<file path="src/hdl/ttsf_pkg.sv">
`default_nettype none

package ttsf_pkg;

  // Payload widths
  localparam int unsigned CMD_W   = 2;
  localparam int unsigned BYTE_W  = 8;
  localparam int unsigned SEC_W   = 32;
  localparam int unsigned SEGS_W  = 2;
  localparam int unsigned ROLE_W  = 2;
  localparam int unsigned PHASE_W = 3;
  localparam int unsigned TOTAL_W = 32;
  localparam int unsigned CNT_W   = 11;
  localparam int unsigned WIN_W   = 48;

  localparam int unsigned MAX_SEGMENT_DEF = 1460;

  // Commands
  localparam logic [CMD_W-1:0] CMD_RX_BYTE   = 2'd0;
  localparam logic [CMD_W-1:0] CMD_SENT      = 2'd1;
  localparam logic [CMD_W-1:0] CMD_POLL      = 2'd2;
  localparam logic [CMD_W-1:0] CMD_ACCEPTED  = 2'd3;

  // Protocol phases
  localparam logic [PHASE_W-1:0] PH_IDLE    = 3'd0;
  localparam logic [PHASE_W-1:0] PH_COOKIE  = 3'd1;
  localparam logic [PHASE_W-1:0] PH_PLEN    = 3'd2;
  localparam logic [PHASE_W-1:0] PH_PARAMS  = 3'd3;
  localparam logic [PHASE_W-1:0] PH_CREATED = 3'd4;
  localparam logic [PHASE_W-1:0] PH_STARTED = 3'd5;
  localparam logic [PHASE_W-1:0] PH_RUNNING = 3'd6;
  localparam logic [PHASE_W-1:0] PH_ENDING  = 3'd7;

  // Control codes
  localparam logic [BYTE_W-1:0] CB_NONE    = 8'd0;
  localparam logic [BYTE_W-1:0] CB_START   = 8'd1;
  localparam logic [BYTE_W-1:0] CB_RUNNING = 8'd2;
  localparam logic [BYTE_W-1:0] CB_PARAMS  = 8'd9;
  localparam logic [BYTE_W-1:0] CB_CREATE  = 8'd10;
  localparam logic [BYTE_W-1:0] CB_DONE    = 8'd16;

  // Received byte values of interest
  localparam logic [BYTE_W-1:0] RX_TERMINATE = 8'd12;
  localparam logic [BYTE_W-1:0] RX_END_TEST  = 8'd4;
  localparam logic [BYTE_W-1:0] RX_ZERO      = 8'h00;
  localparam logic [BYTE_W-1:0] LETTER_E     = 8'h65;
  localparam logic [WIN_W-1:0]  REVERS_PACKED = 48'h726576657273;

  // Segment length limits
  localparam logic [CNT_W-1:0] LEN_ONE        = 11'd1;
  localparam logic [CNT_W-1:0] LEN_PLEN       = 11'd4;
  localparam logic [CNT_W-1:0] LEN_PARAMS_MIN = 11'd10;
  localparam logic [CNT_W-1:0] LEN_COOKIE_MIN = 11'd30;
  localparam logic [CNT_W-1:0] KEY_TAIL       = 11'd3;

  // Accept roles
  localparam logic [ROLE_W-1:0] ROLE_NONE    = 2'd0;
  localparam logic [ROLE_W-1:0] ROLE_CONTROL = 2'd1;
  localparam logic [ROLE_W-1:0] ROLE_DATA    = 2'd2;
  localparam logic [ROLE_W-1:0] ROLE_RESTART = 2'd3;

  localparam logic [SEGS_W-1:0] SEGS_NONE = 2'd0;
  localparam logic [SEGS_W-1:0] SEGS_PAIR = 2'd2;

  localparam logic [SEC_W-1:0] POLL_WAIT = 32'd1;

  typedef struct packed {
    logic [CMD_W-1:0]  command;
    logic [BYTE_W-1:0] rx_byte;
    logic              segment_end;
    logic [SEC_W-1:0]  now_seconds;
  } item_t;

  typedef struct packed {
    logic               control_valid;
    logic [BYTE_W-1:0]  control_byte;
    logic [SEGS_W-1:0]  data_segments;
    logic               close_both;
    logic [ROLE_W-1:0]  accept_role;
    logic [PHASE_W-1:0] protocol_state;
    logic               reverse_mode;
    logic [TOTAL_W-1:0] received_total;
  } result_t;

endpackage

`default_nettype wire

</file>
<file path="src/hdl/ttsf_if.sv">
`default_nettype none

interface ttsf_in_if;
  logic                        valid;
  logic                        ready;
  logic [ttsf_pkg::CMD_W-1:0]  command;
  logic [ttsf_pkg::BYTE_W-1:0] rx_byte;
  logic                        segment_end;
  logic [ttsf_pkg::SEC_W-1:0]  now_seconds;

  modport source (output valid, command, rx_byte, segment_end, now_seconds, input ready);
  modport sink   (input valid, command, rx_byte, segment_end, now_seconds, output ready);
endinterface

interface ttsf_out_if;
  logic                         valid;
  logic                         ready;
  logic                         control_valid;
  logic [ttsf_pkg::BYTE_W-1:0]  control_byte;
  logic [ttsf_pkg::SEGS_W-1:0]  data_segments;
  logic                         close_both;
  logic [ttsf_pkg::ROLE_W-1:0]  accept_role;
  logic [ttsf_pkg::PHASE_W-1:0] protocol_state;
  logic                         reverse_mode;
  logic [ttsf_pkg::TOTAL_W-1:0] received_total;

  modport source (output valid, control_valid, control_byte, data_segments, close_both,
                  accept_role, protocol_state, reverse_mode, received_total,
                  input ready);
  modport sink   (input valid, control_valid, control_byte, data_segments, close_both,
                  accept_role, protocol_state, reverse_mode, received_total,
                  output ready);
endinterface

`default_nettype wire

</file>
<file path="src/hdl/throughput_test_server_fsm.sv">
`default_nettype none

// Channel   Dir  Handshake     Payload
// in_ch     in   valid/ready   command, rx_byte, segment_end, now_seconds
// out_ch    out  valid/ready   control_valid, control_byte, data_segments, close_both,
//                              accept_role, protocol_state, reverse_mode, received_total
//
// Every accepted item yields exactly one result transfer, in order.
// Throughput is one item per cycle while out_ch is not stalled; each item passes through
// the input register, then the step logic into the result register.
// Reset is synchronous on rst_n low and clears all protocol state to idle.
// A stall on out_ch holds the result register; in_ch keeps accepting until the
// input register is also full, then ready drops until out_ch drains.
module throughput_test_server_fsm #(
  parameter int unsigned MAX_SEGMENT = ttsf_pkg::MAX_SEGMENT_DEF
) (
  input  wire logic   clk,
  input  wire logic   rst_n,
  ttsf_in_if.sink     in_ch,
  ttsf_out_if.source  out_ch
);

  ttsf_pkg::item_t   in_item;
  ttsf_pkg::item_t   item;
  ttsf_pkg::result_t result;
  ttsf_pkg::result_t res_r;
  logic              item_valid;
  logic              take;
  logic              out_valid_r, out_valid_nxt;

  // Pack the input transfer's payload.
  always_comb begin
    in_item.command     = in_ch.command;
    in_item.rx_byte     = in_ch.rx_byte;
    in_item.segment_end = in_ch.segment_end;
    in_item.now_seconds = in_ch.now_seconds;
  end

  // Advance the held item whenever the result register is empty or draining.
  assign take = !out_valid_r || out_ch.ready;

  ttsf_in_reg u_in_reg (
    .clk        (clk),
    .rst_n      (rst_n),
    .in_valid   (in_ch.valid),
    .in_ready   (in_ch.ready),
    .in_item    (in_item),
    .take       (take),
    .item_valid (item_valid),
    .item       (item)
  );

  // State updates only on the cycle the item moves into the result register.
  ttsf_ctrl #(
    .MAX_SEGMENT (MAX_SEGMENT)
  ) u_ctrl (
    .clk    (clk),
    .rst_n  (rst_n),
    .step   (item_valid && take),
    .item   (item),
    .result (result)
  );

  assign out_valid_nxt = take ? item_valid : out_valid_r;

  always_ff @(posedge clk) begin
    if (!rst_n) begin
      out_valid_r <= 1'b0;
    end else begin
      out_valid_r <= out_valid_nxt;
    end
  end

  // Result register: load on advance, hold while stalled.
  always_ff @(posedge clk) begin
    if (item_valid && take) begin
      res_r <= result;
    end
  end

  assign out_ch.valid          = out_valid_r;
  assign out_ch.control_valid  = res_r.control_valid;
  assign out_ch.control_byte   = res_r.control_byte;
  assign out_ch.data_segments  = res_r.data_segments;
  assign out_ch.close_both     = res_r.close_both;
  assign out_ch.accept_role    = res_r.accept_role;
  assign out_ch.protocol_state = res_r.protocol_state;
  assign out_ch.reverse_mode   = res_r.reverse_mode;
  assign out_ch.received_total = res_r.received_total;

  // Input backpressure only comes from a stalled, full result register.
  a_ready_cause: assert property (@(posedge clk) disable iff (!rst_n)
    !in_ch.ready |-> (out_valid_r && !out_ch.ready))
    else $error("in_ch stalled without output backpressure");

  // A close request always lands the protocol back in idle.
  a_close_idle: assert property (@(posedge clk) disable iff (!rst_n)
    (out_valid_r && out_ch.close_both) |-> (out_ch.protocol_state == ttsf_pkg::PH_IDLE))
    else $error("close_both with non-idle state");

  // A control code is present exactly when control_valid is set.
  a_code_valid: assert property (@(posedge clk) disable iff (!rst_n)
    out_valid_r |-> (out_ch.control_valid == (out_ch.control_byte != ttsf_pkg::CB_NONE)))
    else $error("control_byte disagrees with control_valid");

  // Data segments are only requested while running in reverse mode.
  a_segs_running: assert property (@(posedge clk) disable iff (!rst_n)
    (out_valid_r && out_ch.data_segments != ttsf_pkg::SEGS_NONE) |->
      (out_ch.protocol_state == ttsf_pkg::PH_RUNNING && out_ch.reverse_mode))
    else $error("data segments requested outside reverse running");

  // A forced restart always reports idle.
  a_restart_idle: assert property (@(posedge clk) disable iff (!rst_n)
    (out_valid_r && out_ch.accept_role == ttsf_pkg::ROLE_RESTART) |->
      (out_ch.protocol_state == ttsf_pkg::PH_IDLE))
    else $error("restart role with non-idle state");

endmodule

`default_nettype wire

</file>
<file path="src/hdl/ttsf_in_reg.sv">
`default_nettype none

// Input register: capture one item, hold it until the step logic takes it.
module ttsf_in_reg (
  input  wire logic            clk,
  input  wire logic            rst_n,
  input  wire logic            in_valid,
  output      logic            in_ready,
  input  wire ttsf_pkg::item_t in_item,
  input  wire logic            take,
  output      logic            item_valid,
  output      ttsf_pkg::item_t item
);

  logic            valid_r, valid_nxt;
  ttsf_pkg::item_t item_r;

  assign in_ready   = !valid_r || take;
  assign valid_nxt  = in_ready ? in_valid : valid_r;
  assign item_valid = valid_r;
  assign item       = item_r;

  always_ff @(posedge clk) begin
    if (!rst_n) begin
      valid_r <= 1'b0;
    end else begin
      valid_r <= valid_nxt;
    end
  end

  always_ff @(posedge clk) begin
    if (in_ready && in_valid) begin
      item_r <= in_item;
    end
  end

endmodule

`default_nettype wire

</file>
<file path="src/hdl/ttsf_ctrl.sv">
`default_nettype none

// Protocol state and one-step decision logic.
module ttsf_ctrl #(
  parameter int unsigned MAX_SEGMENT = ttsf_pkg::MAX_SEGMENT_DEF
) (
  input  wire logic              clk,
  input  wire logic              rst_n,
  input  wire logic              step,
  input  wire ttsf_pkg::item_t   item,
  output      ttsf_pkg::result_t result
);

  localparam logic [ttsf_pkg::CNT_W-1:0] MAX_CNT = ttsf_pkg::CNT_W'(MAX_SEGMENT);

  logic [ttsf_pkg::PHASE_W-1:0] phase_r, phase_nxt;
  logic                         rev_r, rev_nxt;
  logic [ttsf_pkg::SEC_W-1:0]   start_r, start_nxt;
  logic [ttsf_pkg::CNT_W-1:0]   cnt_r, cnt_nxt;
  logic [ttsf_pkg::BYTE_W-1:0]  last_r, last_nxt;
  logic [ttsf_pkg::WIN_W-1:0]   win_r, win_nxt;
  logic [ttsf_pkg::CNT_W-1:0]   fme_r, fme_nxt;
  logic                         seen_r, seen_nxt;
  logic [ttsf_pkg::TOTAL_W-1:0] total_r, total_nxt;

  logic                         cvalid, close;
  logic [ttsf_pkg::BYTE_W-1:0]  cbyte;
  logic [ttsf_pkg::SEGS_W-1:0]  segs;
  logic [ttsf_pkg::ROLE_W-1:0]  role;
  logic [ttsf_pkg::SEC_W-1:0]   elapsed;

  assign elapsed = item.now_seconds - start_r;

  always_comb begin
    phase_nxt = phase_r;
    rev_nxt   = rev_r;
    start_nxt = start_r;
    cnt_nxt   = cnt_r;
    last_nxt  = last_r;
    win_nxt   = win_r;
    fme_nxt   = fme_r;
    seen_nxt  = seen_r;
    total_nxt = total_r;
    cvalid    = 1'b0;
    cbyte     = ttsf_pkg::CB_NONE;
    segs      = ttsf_pkg::SEGS_NONE;
    close     = 1'b0;
    role      = ttsf_pkg::ROLE_NONE;

    unique case (item.command)
      ttsf_pkg::CMD_RX_BYTE: begin
        total_nxt = total_r + 1'b1;
        // Examine only the first MAX_SEGMENT bytes of a segment.
        if (cnt_r < MAX_CNT) begin
          if (!seen_r && win_r == ttsf_pkg::REVERS_PACKED &&
              item.rx_byte == ttsf_pkg::LETTER_E) begin
            seen_nxt = 1'b1;
            fme_nxt  = cnt_r;
          end
          win_nxt  = {win_r[ttsf_pkg::WIN_W-ttsf_pkg::BYTE_W-1:0], item.rx_byte};
          last_nxt = item.rx_byte;
          cnt_nxt  = cnt_r + 1'b1;
        end
        if (item.segment_end) begin
          priority if (cnt_nxt == ttsf_pkg::LEN_ONE && last_nxt == ttsf_pkg::RX_TERMINATE) begin
            phase_nxt = ttsf_pkg::PH_IDLE;
            close     = 1'b1;
            start_nxt = '0;
          end else if (phase_r == ttsf_pkg::PH_IDLE && last_nxt == ttsf_pkg::RX_ZERO &&
                       cnt_nxt > ttsf_pkg::LEN_COOKIE_MIN) begin
            phase_nxt = ttsf_pkg::PH_COOKIE;
            cvalid    = 1'b1;
            cbyte     = ttsf_pkg::CB_PARAMS;
          end else if (phase_r == ttsf_pkg::PH_COOKIE && cnt_nxt == ttsf_pkg::LEN_PLEN) begin
            phase_nxt = ttsf_pkg::PH_PLEN;
          end else if (phase_r == ttsf_pkg::PH_PLEN && cnt_nxt > ttsf_pkg::LEN_PARAMS_MIN) begin
            rev_nxt   = seen_nxt && (fme_nxt <= cnt_nxt - ttsf_pkg::KEY_TAIL);
            phase_nxt = ttsf_pkg::PH_PARAMS;
            cvalid    = 1'b1;
            cbyte     = ttsf_pkg::CB_CREATE;
          end else if (phase_r == ttsf_pkg::PH_PARAMS && last_nxt == ttsf_pkg::RX_ZERO &&
                       cnt_nxt > ttsf_pkg::LEN_COOKIE_MIN) begin
            start_nxt = item.now_seconds;
            if (rev_r) begin
              phase_nxt = ttsf_pkg::PH_STARTED;
              cvalid    = 1'b1;
              cbyte     = ttsf_pkg::CB_START;
            end else begin
              phase_nxt = ttsf_pkg::PH_CREATED;
            end
          end else if (phase_r == ttsf_pkg::PH_RUNNING && last_nxt == ttsf_pkg::RX_END_TEST &&
                       cnt_nxt == ttsf_pkg::LEN_ONE) begin
            cvalid    = 1'b1;
            cbyte     = ttsf_pkg::CB_DONE;
            start_nxt = '0;
            if (rev_r) begin
              phase_nxt = ttsf_pkg::PH_ENDING;
            end else begin
              phase_nxt = ttsf_pkg::PH_IDLE;
              close     = 1'b1;
            end
          end else begin
          end
          cnt_nxt  = '0;
          win_nxt  = '0;
          fme_nxt  = '0;
          seen_nxt = 1'b0;
        end
      end
      ttsf_pkg::CMD_SENT: begin
        priority if (phase_r == ttsf_pkg::PH_CREATED) begin
          phase_nxt = ttsf_pkg::PH_STARTED;
          cvalid    = 1'b1;
          cbyte     = ttsf_pkg::CB_START;
        end else if (phase_r == ttsf_pkg::PH_STARTED) begin
          phase_nxt = ttsf_pkg::PH_RUNNING;
          cvalid    = 1'b1;
          cbyte     = ttsf_pkg::CB_RUNNING;
          total_nxt = '0;
          start_nxt = item.now_seconds;
        end else if (phase_r == ttsf_pkg::PH_RUNNING && rev_r) begin
          segs = ttsf_pkg::SEGS_PAIR;
        end else if (phase_r == ttsf_pkg::PH_ENDING) begin
          phase_nxt = ttsf_pkg::PH_IDLE;
          close     = 1'b1;
        end else begin
        end
      end
      ttsf_pkg::CMD_POLL: begin
        if (phase_r == ttsf_pkg::PH_CREATED && elapsed > ttsf_pkg::POLL_WAIT) begin
          phase_nxt = ttsf_pkg::PH_STARTED;
          start_nxt = item.now_seconds;
          cvalid    = 1'b1;
          cbyte     = ttsf_pkg::CB_START;
        end
      end
      ttsf_pkg::CMD_ACCEPTED: begin
        priority if (phase_r == ttsf_pkg::PH_IDLE) begin
          role = ttsf_pkg::ROLE_CONTROL;
        end else if (phase_r == ttsf_pkg::PH_PARAMS) begin
          role = ttsf_pkg::ROLE_DATA;
        end else begin
          phase_nxt = ttsf_pkg::PH_IDLE;
          role      = ttsf_pkg::ROLE_RESTART;
        end
      end
      default: begin
      end
    endcase
  end

  always_comb begin
    result.control_valid  = cvalid;
    result.control_byte   = cbyte;
    result.data_segments  = segs;
    result.close_both     = close;
    result.accept_role    = role;
    result.protocol_state = phase_nxt;
    result.reverse_mode   = rev_nxt;
    result.received_total = total_nxt;
  end

  always_ff @(posedge clk) begin
    if (!rst_n) begin
      phase_r <= ttsf_pkg::PH_IDLE;
      rev_r   <= 1'b0;
      start_r <= '0;
      cnt_r   <= '0;
      last_r  <= '0;
      win_r   <= '0;
      fme_r   <= '0;
      seen_r  <= 1'b0;
      total_r <= '0;
    end else if (step) begin
      phase_r <= phase_nxt;
      rev_r   <= rev_nxt;
      start_r <= start_nxt;
      cnt_r   <= cnt_nxt;
      last_r  <= last_nxt;
      win_r   <= win_nxt;
      fme_r   <= fme_nxt;
      seen_r  <= seen_nxt;
      total_r <= total_nxt;
    end
  end

endmodule

`default_nettype wire
</file>
<file path="src/flat_wrapper.sv">
// flat-port wrapper written by rule: the top's interface ports become plain ports
module throughput_test_server_fsm_flat 
#(
  parameter int unsigned MAX_SEGMENT = ttsf_pkg::MAX_SEGMENT_DEF
)
  (clk, rst_n, in_ch_valid, in_ch_command, in_ch_rx_byte, in_ch_segment_end, in_ch_now_seconds, in_ch_ready, out_ch_valid, out_ch_control_valid, out_ch_control_byte, out_ch_data_segments, out_ch_close_both, out_ch_accept_role, out_ch_protocol_state, out_ch_reverse_mode, out_ch_received_total, out_ch_ready);
  ttsf_in_if in_ch_i ();
  ttsf_out_if out_ch_i ();
  input  wire logic clk;
  input  wire logic rst_n;
  input wire logic [$bits(in_ch_i.valid)-1:0] in_ch_valid;
  input wire logic [$bits(in_ch_i.command)-1:0] in_ch_command;
  input wire logic [$bits(in_ch_i.rx_byte)-1:0] in_ch_rx_byte;
  input wire logic [$bits(in_ch_i.segment_end)-1:0] in_ch_segment_end;
  input wire logic [$bits(in_ch_i.now_seconds)-1:0] in_ch_now_seconds;
  output wire logic [$bits(in_ch_i.ready)-1:0] in_ch_ready;
  output wire logic [$bits(out_ch_i.valid)-1:0] out_ch_valid;
  output wire logic [$bits(out_ch_i.control_valid)-1:0] out_ch_control_valid;
  output wire logic [$bits(out_ch_i.control_byte)-1:0] out_ch_control_byte;
  output wire logic [$bits(out_ch_i.data_segments)-1:0] out_ch_data_segments;
  output wire logic [$bits(out_ch_i.close_both)-1:0] out_ch_close_both;
  output wire logic [$bits(out_ch_i.accept_role)-1:0] out_ch_accept_role;
  output wire logic [$bits(out_ch_i.protocol_state)-1:0] out_ch_protocol_state;
  output wire logic [$bits(out_ch_i.reverse_mode)-1:0] out_ch_reverse_mode;
  output wire logic [$bits(out_ch_i.received_total)-1:0] out_ch_received_total;
  input wire logic [$bits(out_ch_i.ready)-1:0] out_ch_ready;
  assign in_ch_i.valid = in_ch_valid;
  assign in_ch_i.command = in_ch_command;
  assign in_ch_i.rx_byte = in_ch_rx_byte;
  assign in_ch_i.segment_end = in_ch_segment_end;
  assign in_ch_i.now_seconds = in_ch_now_seconds;
  assign in_ch_ready = in_ch_i.ready;
  assign out_ch_valid = out_ch_i.valid;
  assign out_ch_control_valid = out_ch_i.control_valid;
  assign out_ch_control_byte = out_ch_i.control_byte;
  assign out_ch_data_segments = out_ch_i.data_segments;
  assign out_ch_close_both = out_ch_i.close_both;
  assign out_ch_accept_role = out_ch_i.accept_role;
  assign out_ch_protocol_state = out_ch_i.protocol_state;
  assign out_ch_reverse_mode = out_ch_i.reverse_mode;
  assign out_ch_received_total = out_ch_i.received_total;
  assign out_ch_i.ready = out_ch_ready;
  throughput_test_server_fsm #(.MAX_SEGMENT(MAX_SEGMENT)) u_core (.clk(clk), .rst_n(rst_n), .in_ch(in_ch_i), .out_ch(out_ch_i));
endmodule
</file>
<file path="config.mk">
export PLATFORM = sky130hd
export DESIGN_NAME = throughput_test_server_fsm_flat
export DESIGN_NICKNAME = d
export VERILOG_FILES = /design/src/hdl/ttsf_pkg.sv /design/src/hdl/ttsf_if.sv /design/src/hdl/throughput_test_server_fsm.sv /design/src/hdl/ttsf_in_reg.sv /design/src/hdl/ttsf_ctrl.sv /design/src/flat_wrapper.sv
export SDC_FILE = /design/constraint.sdc
export NUM_CORES = 1
export LEC_CHECK = 0
export ABC_CLOCK_PERIOD_IN_PS = 4730
export BUFFER_PORTS_ARGS = -buffer_cell sky130_fd_sc_hd__buf_4
export CORE_AREA = 2 2 189 191
export CTS_CLUSTER_DIAMETER = 50
export DETAILED_ROUTE_END_ITERATION = 10
export DIE_AREA = 0 0 191 193
export GPL_TIMING_DRIVEN = 1
export HOLD_SLACK_MARGIN = 0.1
export PLACE_DENSITY = 0.57
export SYNTH_ARGS = -nofsm -noshare
export SYNTH_HDL_FRONTEND = slang
export SYNTH_HIERARCHICAL = 1
export SYNTH_SLANG_ARGS = --single-unit
</file>
<file path="constraint.sdc">
create_clock -name clk -period 4.73 [get_ports clk]
set_input_delay 0.7095 -clock clk [delete_from_list [all_inputs] [get_ports clk]]
set_output_delay 0.7095 -clock clk [all_outputs]
set_load 0.03 [all_outputs]
</file>
==> flow_summary.toml <==
[run_status]
outcome = "finished, final reports clean"

[timing]
final_min_period_ps = 4485
max_slew_margin_pct = 19.42
timing_worst_slew_pin_value_ps = 1204
rsz0062_at_grt = "no"
setup-tns-final_ps = 0
timing.final.crit_share_pct = 94.83
post-route-worst-setup-slack_ps = 244.5
max_slew_violation_total_from_the_final_report = 0
fmax_ghz = 0.2229
finalHoldViolations = 0
finalSetupViolations = 0
clock_skew_ps = 24.33

[clock_tree]
cts_tree = "built"
post_cts_buffers = 0
cts_max_level = 2
clock_sink_count = 242
clk_latency_ps = 540
clock_pin_slew_on_the_worst_setup_and_hold_paths_ps = 60
clock_tree.buffer_depth = 3
numCtsBuffers = 34
clk_root_buffer_cell = "sky130_fd_sc_hd__clkbuf_16"

[floorplan]
die-height_um = 193
floorplan.core_area_um2 = 34960
start_util_pct = 38.55
die_width_um = 191
ioPinCount = 99
dieArea_um2 = 36860
core.rowCount = 69

[logic_synthesis]
synth_mux_area_share_pct = 4.038
synthTopCellsByArea = "sky130_fd_sc_hd__dfxtp_1 (22%), sky130_fd_sc_hd__edfxtp_1 (21%), sky130_fd_sc_hd__nand2_1 (6.4%)"
number_of_enable_flip_flop_cells_after_synthesis = 93
post_synth_instance_area_um2 = 13480
xor_xnor_portion_of_the_synthesized_cell_area_pct = 1.495
synth_fa_ha_area_share_pct = 5.069
post_synth_most_frequent_cells = "sky130_fd_sc_hd__nand2_1 (231), sky130_fd_sc_hd__nor2_1 (158), sky130_fd_sc_hd__dfxtp_1 (149)"
cell_count_after_synthesis = 1556
postSynthRegisterBits = 242
synth_top_cell_by_area = "sky130_fd_sc_hd__dfxtp_1"
post_synth_simple_gate_area_pct = 21.88
ys_warn_count = 6
yosys.cell_types.count = 81
leading_cell_type_by_number_of_instances_after_synthesis = "sky130_fd_sc_hd__nand2_1"
synth_compound_gate_area_share_pct = 19.29
synth_area_per_cell_um2 = 8.662
synthFlopType = "sky130_fd_sc_hd__dfxtp_1"
largest_family_of_logic_cells_by_synthesized_area = "simple AND/OR/NAND/NOR gates"
yosysTopAreaCellShare_pct = 22.13
postSynth.asyncResetShare_pct = 0
seq_area_frac_synth_pct = 42.85

[placed_design]
numPortBuffers = 98
gpl_wtd_cong = 0.8719
dpl.hpwl_um = 24360
preCtsSetupSlack_ps = 158.7

[setup_path]
crit_path_start_kind = "flip-flop"
setup.worst_path.class = "flip-flop to flip-flop"
critPathMaxFanout = 16
worstPathRequired_ps = 5180
end_kind = "flip-flop"
cp_data_arrival_time_ps = 4940

[cells_and_area]
syn_to_final_growth_pct = 17.10
final_layout_size_suffix_gt1_share_pct = 12.70
finalNetCount = 1713

[drt]
detail_route.iter0.violations = 736
total_vias_in_the_final_route = 11510
drt_pre_antenna_iters = 5
detail-route-antenna-nets = 0
finalWirelength_um = 35460
via_density = 5.482
wl_per_cell_um = 16.88
drc_violations_left = 0

[pwr]
ir_drop_mv = 0.2897
power.static_leakage_nw = 5.955
powerDensity_nw_per_um2 = 347.8

[grt]
grt_pass1_wl_um = 56610
grt_antenna_before_repair = 1
grt_max_degree = 90
grtUsageTotal_pct = 19.09
number_of_global_route_vias_before_repair = 10930
grt_overflow = 0

[min_path]
hold_path.class = "input port to flip-flop"

[job]
maximum_capacitance_violations = 0
## cell type report
type / count / area [um2]
inverter: 71 / 267.8
clock inverter: 18 / 232.7
antenna: 1 / 2.502
tap: 461 / 576.8
timing repair buffer: 120 / 930.9
fill: 3386 / 19180
sequential: 242 / 5776
clock buffer: 44 / 970.9
multi-input combinational: 1143 / 7025
## power by group
group          internal [mW]  total, mW  switching (mW)
sequential              2.23       2.27          0.0409
clock                   1.69       2.66           0.972
combinational          0.197      0.561           0.364
## layout by cell type, fill, tap and decap left out, types with 28 or more instances in the layout
cell,n
sky130_fd_sc_hd__clkbuf_16,37
sky130_fd_sc_hd__nor3b_1,44
sky130_fd_sc_hd__buf_4,118
sky130_fd_sc_hd__mux2i_1,51
sky130_fd_sc_hd__dfxtp_1,149
sky130_fd_sc_hd__inv_1,68
sky130_fd_sc_hd__nand4_1,32
sky130_fd_sc_hd__o21ai_0,70
sky130_fd_sc_hd__a22oi_1,28
sky130_fd_sc_hd__ha_1,53
sky130_fd_sc_hd__a21oi_1,120
sky130_fd_sc_hd__nor2_1,158
sky130_fd_sc_hd__nand2_1,231
sky130_fd_sc_hd__edfxtp_1,93
## final timing paths
kind                           start                        end  slack, ps  depth (start not counted)
max          u_core/u_in_reg/item[0]  u_core/u_ctrl/start_r[30]        240                         14
min                 in_ch_rx_byte[1]   u_core/u_in_reg/item[34]        350                          1
max reg2reg  u_core/u_in_reg/item[0]  u_core/u_ctrl/start_r[30]        240                         14
min reg2reg  u_core/u_ctrl/last_r[5]    u_core/u_ctrl/last_r[5]        460                          2
## state kept, by name, indices dropped and copies added (netlist names)
signal and flops:
u_core/u_in_reg/item 43, u_core/u_ctrl/phase_r 3, u_core/out_ch.accept_role 2, u_core/out_ch.received_total 32
u_core/out_ch.close_both 1, u_core/u_ctrl/total_r 32, u_core/out_ch.valid 1, u_core/out_ch.data_segments 2
u_core/out_ch.reverse_mode 1, u_core/out_ch.protocol_state 3, u_core/u_ctrl/win_r 48, u_core/u_ctrl/start_r 32
u_core/u_ctrl/cnt_r 11, u_core/out_ch.control_valid 1, u_core/u_in_reg/item_valid 1, u_core/out_ch.control_byte 8
u_core/u_ctrl/rev_r 1, u_core/u_ctrl/fme_r 11, u_core/u_ctrl/seen_r 1, u_core/u_ctrl/last_r 8
## logic make-up after synthesis
group                      count (synthesis)
DFF                                      242
muxes                                     54
buffers and inverters                    175
and+or+nand+nor                          614
other                                      1
xor gates and xnor gates                  23
adders and majority gates                 54
AOI/OAI and AO/OA                        393
## repair_timing
item	4_1_cts	5_1_grt
setup endpoints to repair	0	31
hold buffers	0	0
resized for setup	0	3
## metrics by stage
step | cell area, um2 | power (mW) | utilization [%] | hold WS, ps | std cells
finish | 15780 | 5.489 | 45.14 | 350.1 | 2100
global route | 15780 | 5.715 | 45.13 | 323.0 | 2099
CTS | 15750 | 5.563 | 45.03 | 314.8 | 2098
detailed placement | 14540 | 2.868 | 41.59 | 446.8 | 2036
global placement | 14540 | 2.867 | 41.59 | 442.6 | 2036
floorplan | 13490 | 2.681 | - | 436.0 | 1560
## per-layer routing
layer | up-vias | wire length (um) | GRT usage (%)
met5 | - | 0 | 0
met4 | 0 | 1009 | 8.020
met3 | 65 | 1640 | 3.240
met2 | 265 | 16240 | 30.30
met1 | 5465 | 16570 | 25.76
li1 | 5718 | - | -
## worst max-delay path, cell delays in order, from the launching register on
cell                        delay (ps)
sky130_fd_sc_hd__edfxtp_1          340
sky130_fd_sc_hd__inv_1              50
sky130_fd_sc_hd__ha_1              220
sky130_fd_sc_hd__fa_1              390
sky130_fd_sc_hd__nand2b_1          180
sky130_fd_sc_hd__a2111o_1          470
sky130_fd_sc_hd__a2111oi_4         420
sky130_fd_sc_hd__o31ai_2           170
sky130_fd_sc_hd__a2111oi_4         380
sky130_fd_sc_hd__mux2i_1           120
sky130_fd_sc_hd__or4_1             510
sky130_fd_sc_hd__or4_4             460
sky130_fd_sc_hd__o21ai_4           240
sky130_fd_sc_hd__clkbuf_16         260
sky130_fd_sc_hd__mux2i_1           190
Power figures use the tool's default switching activity.
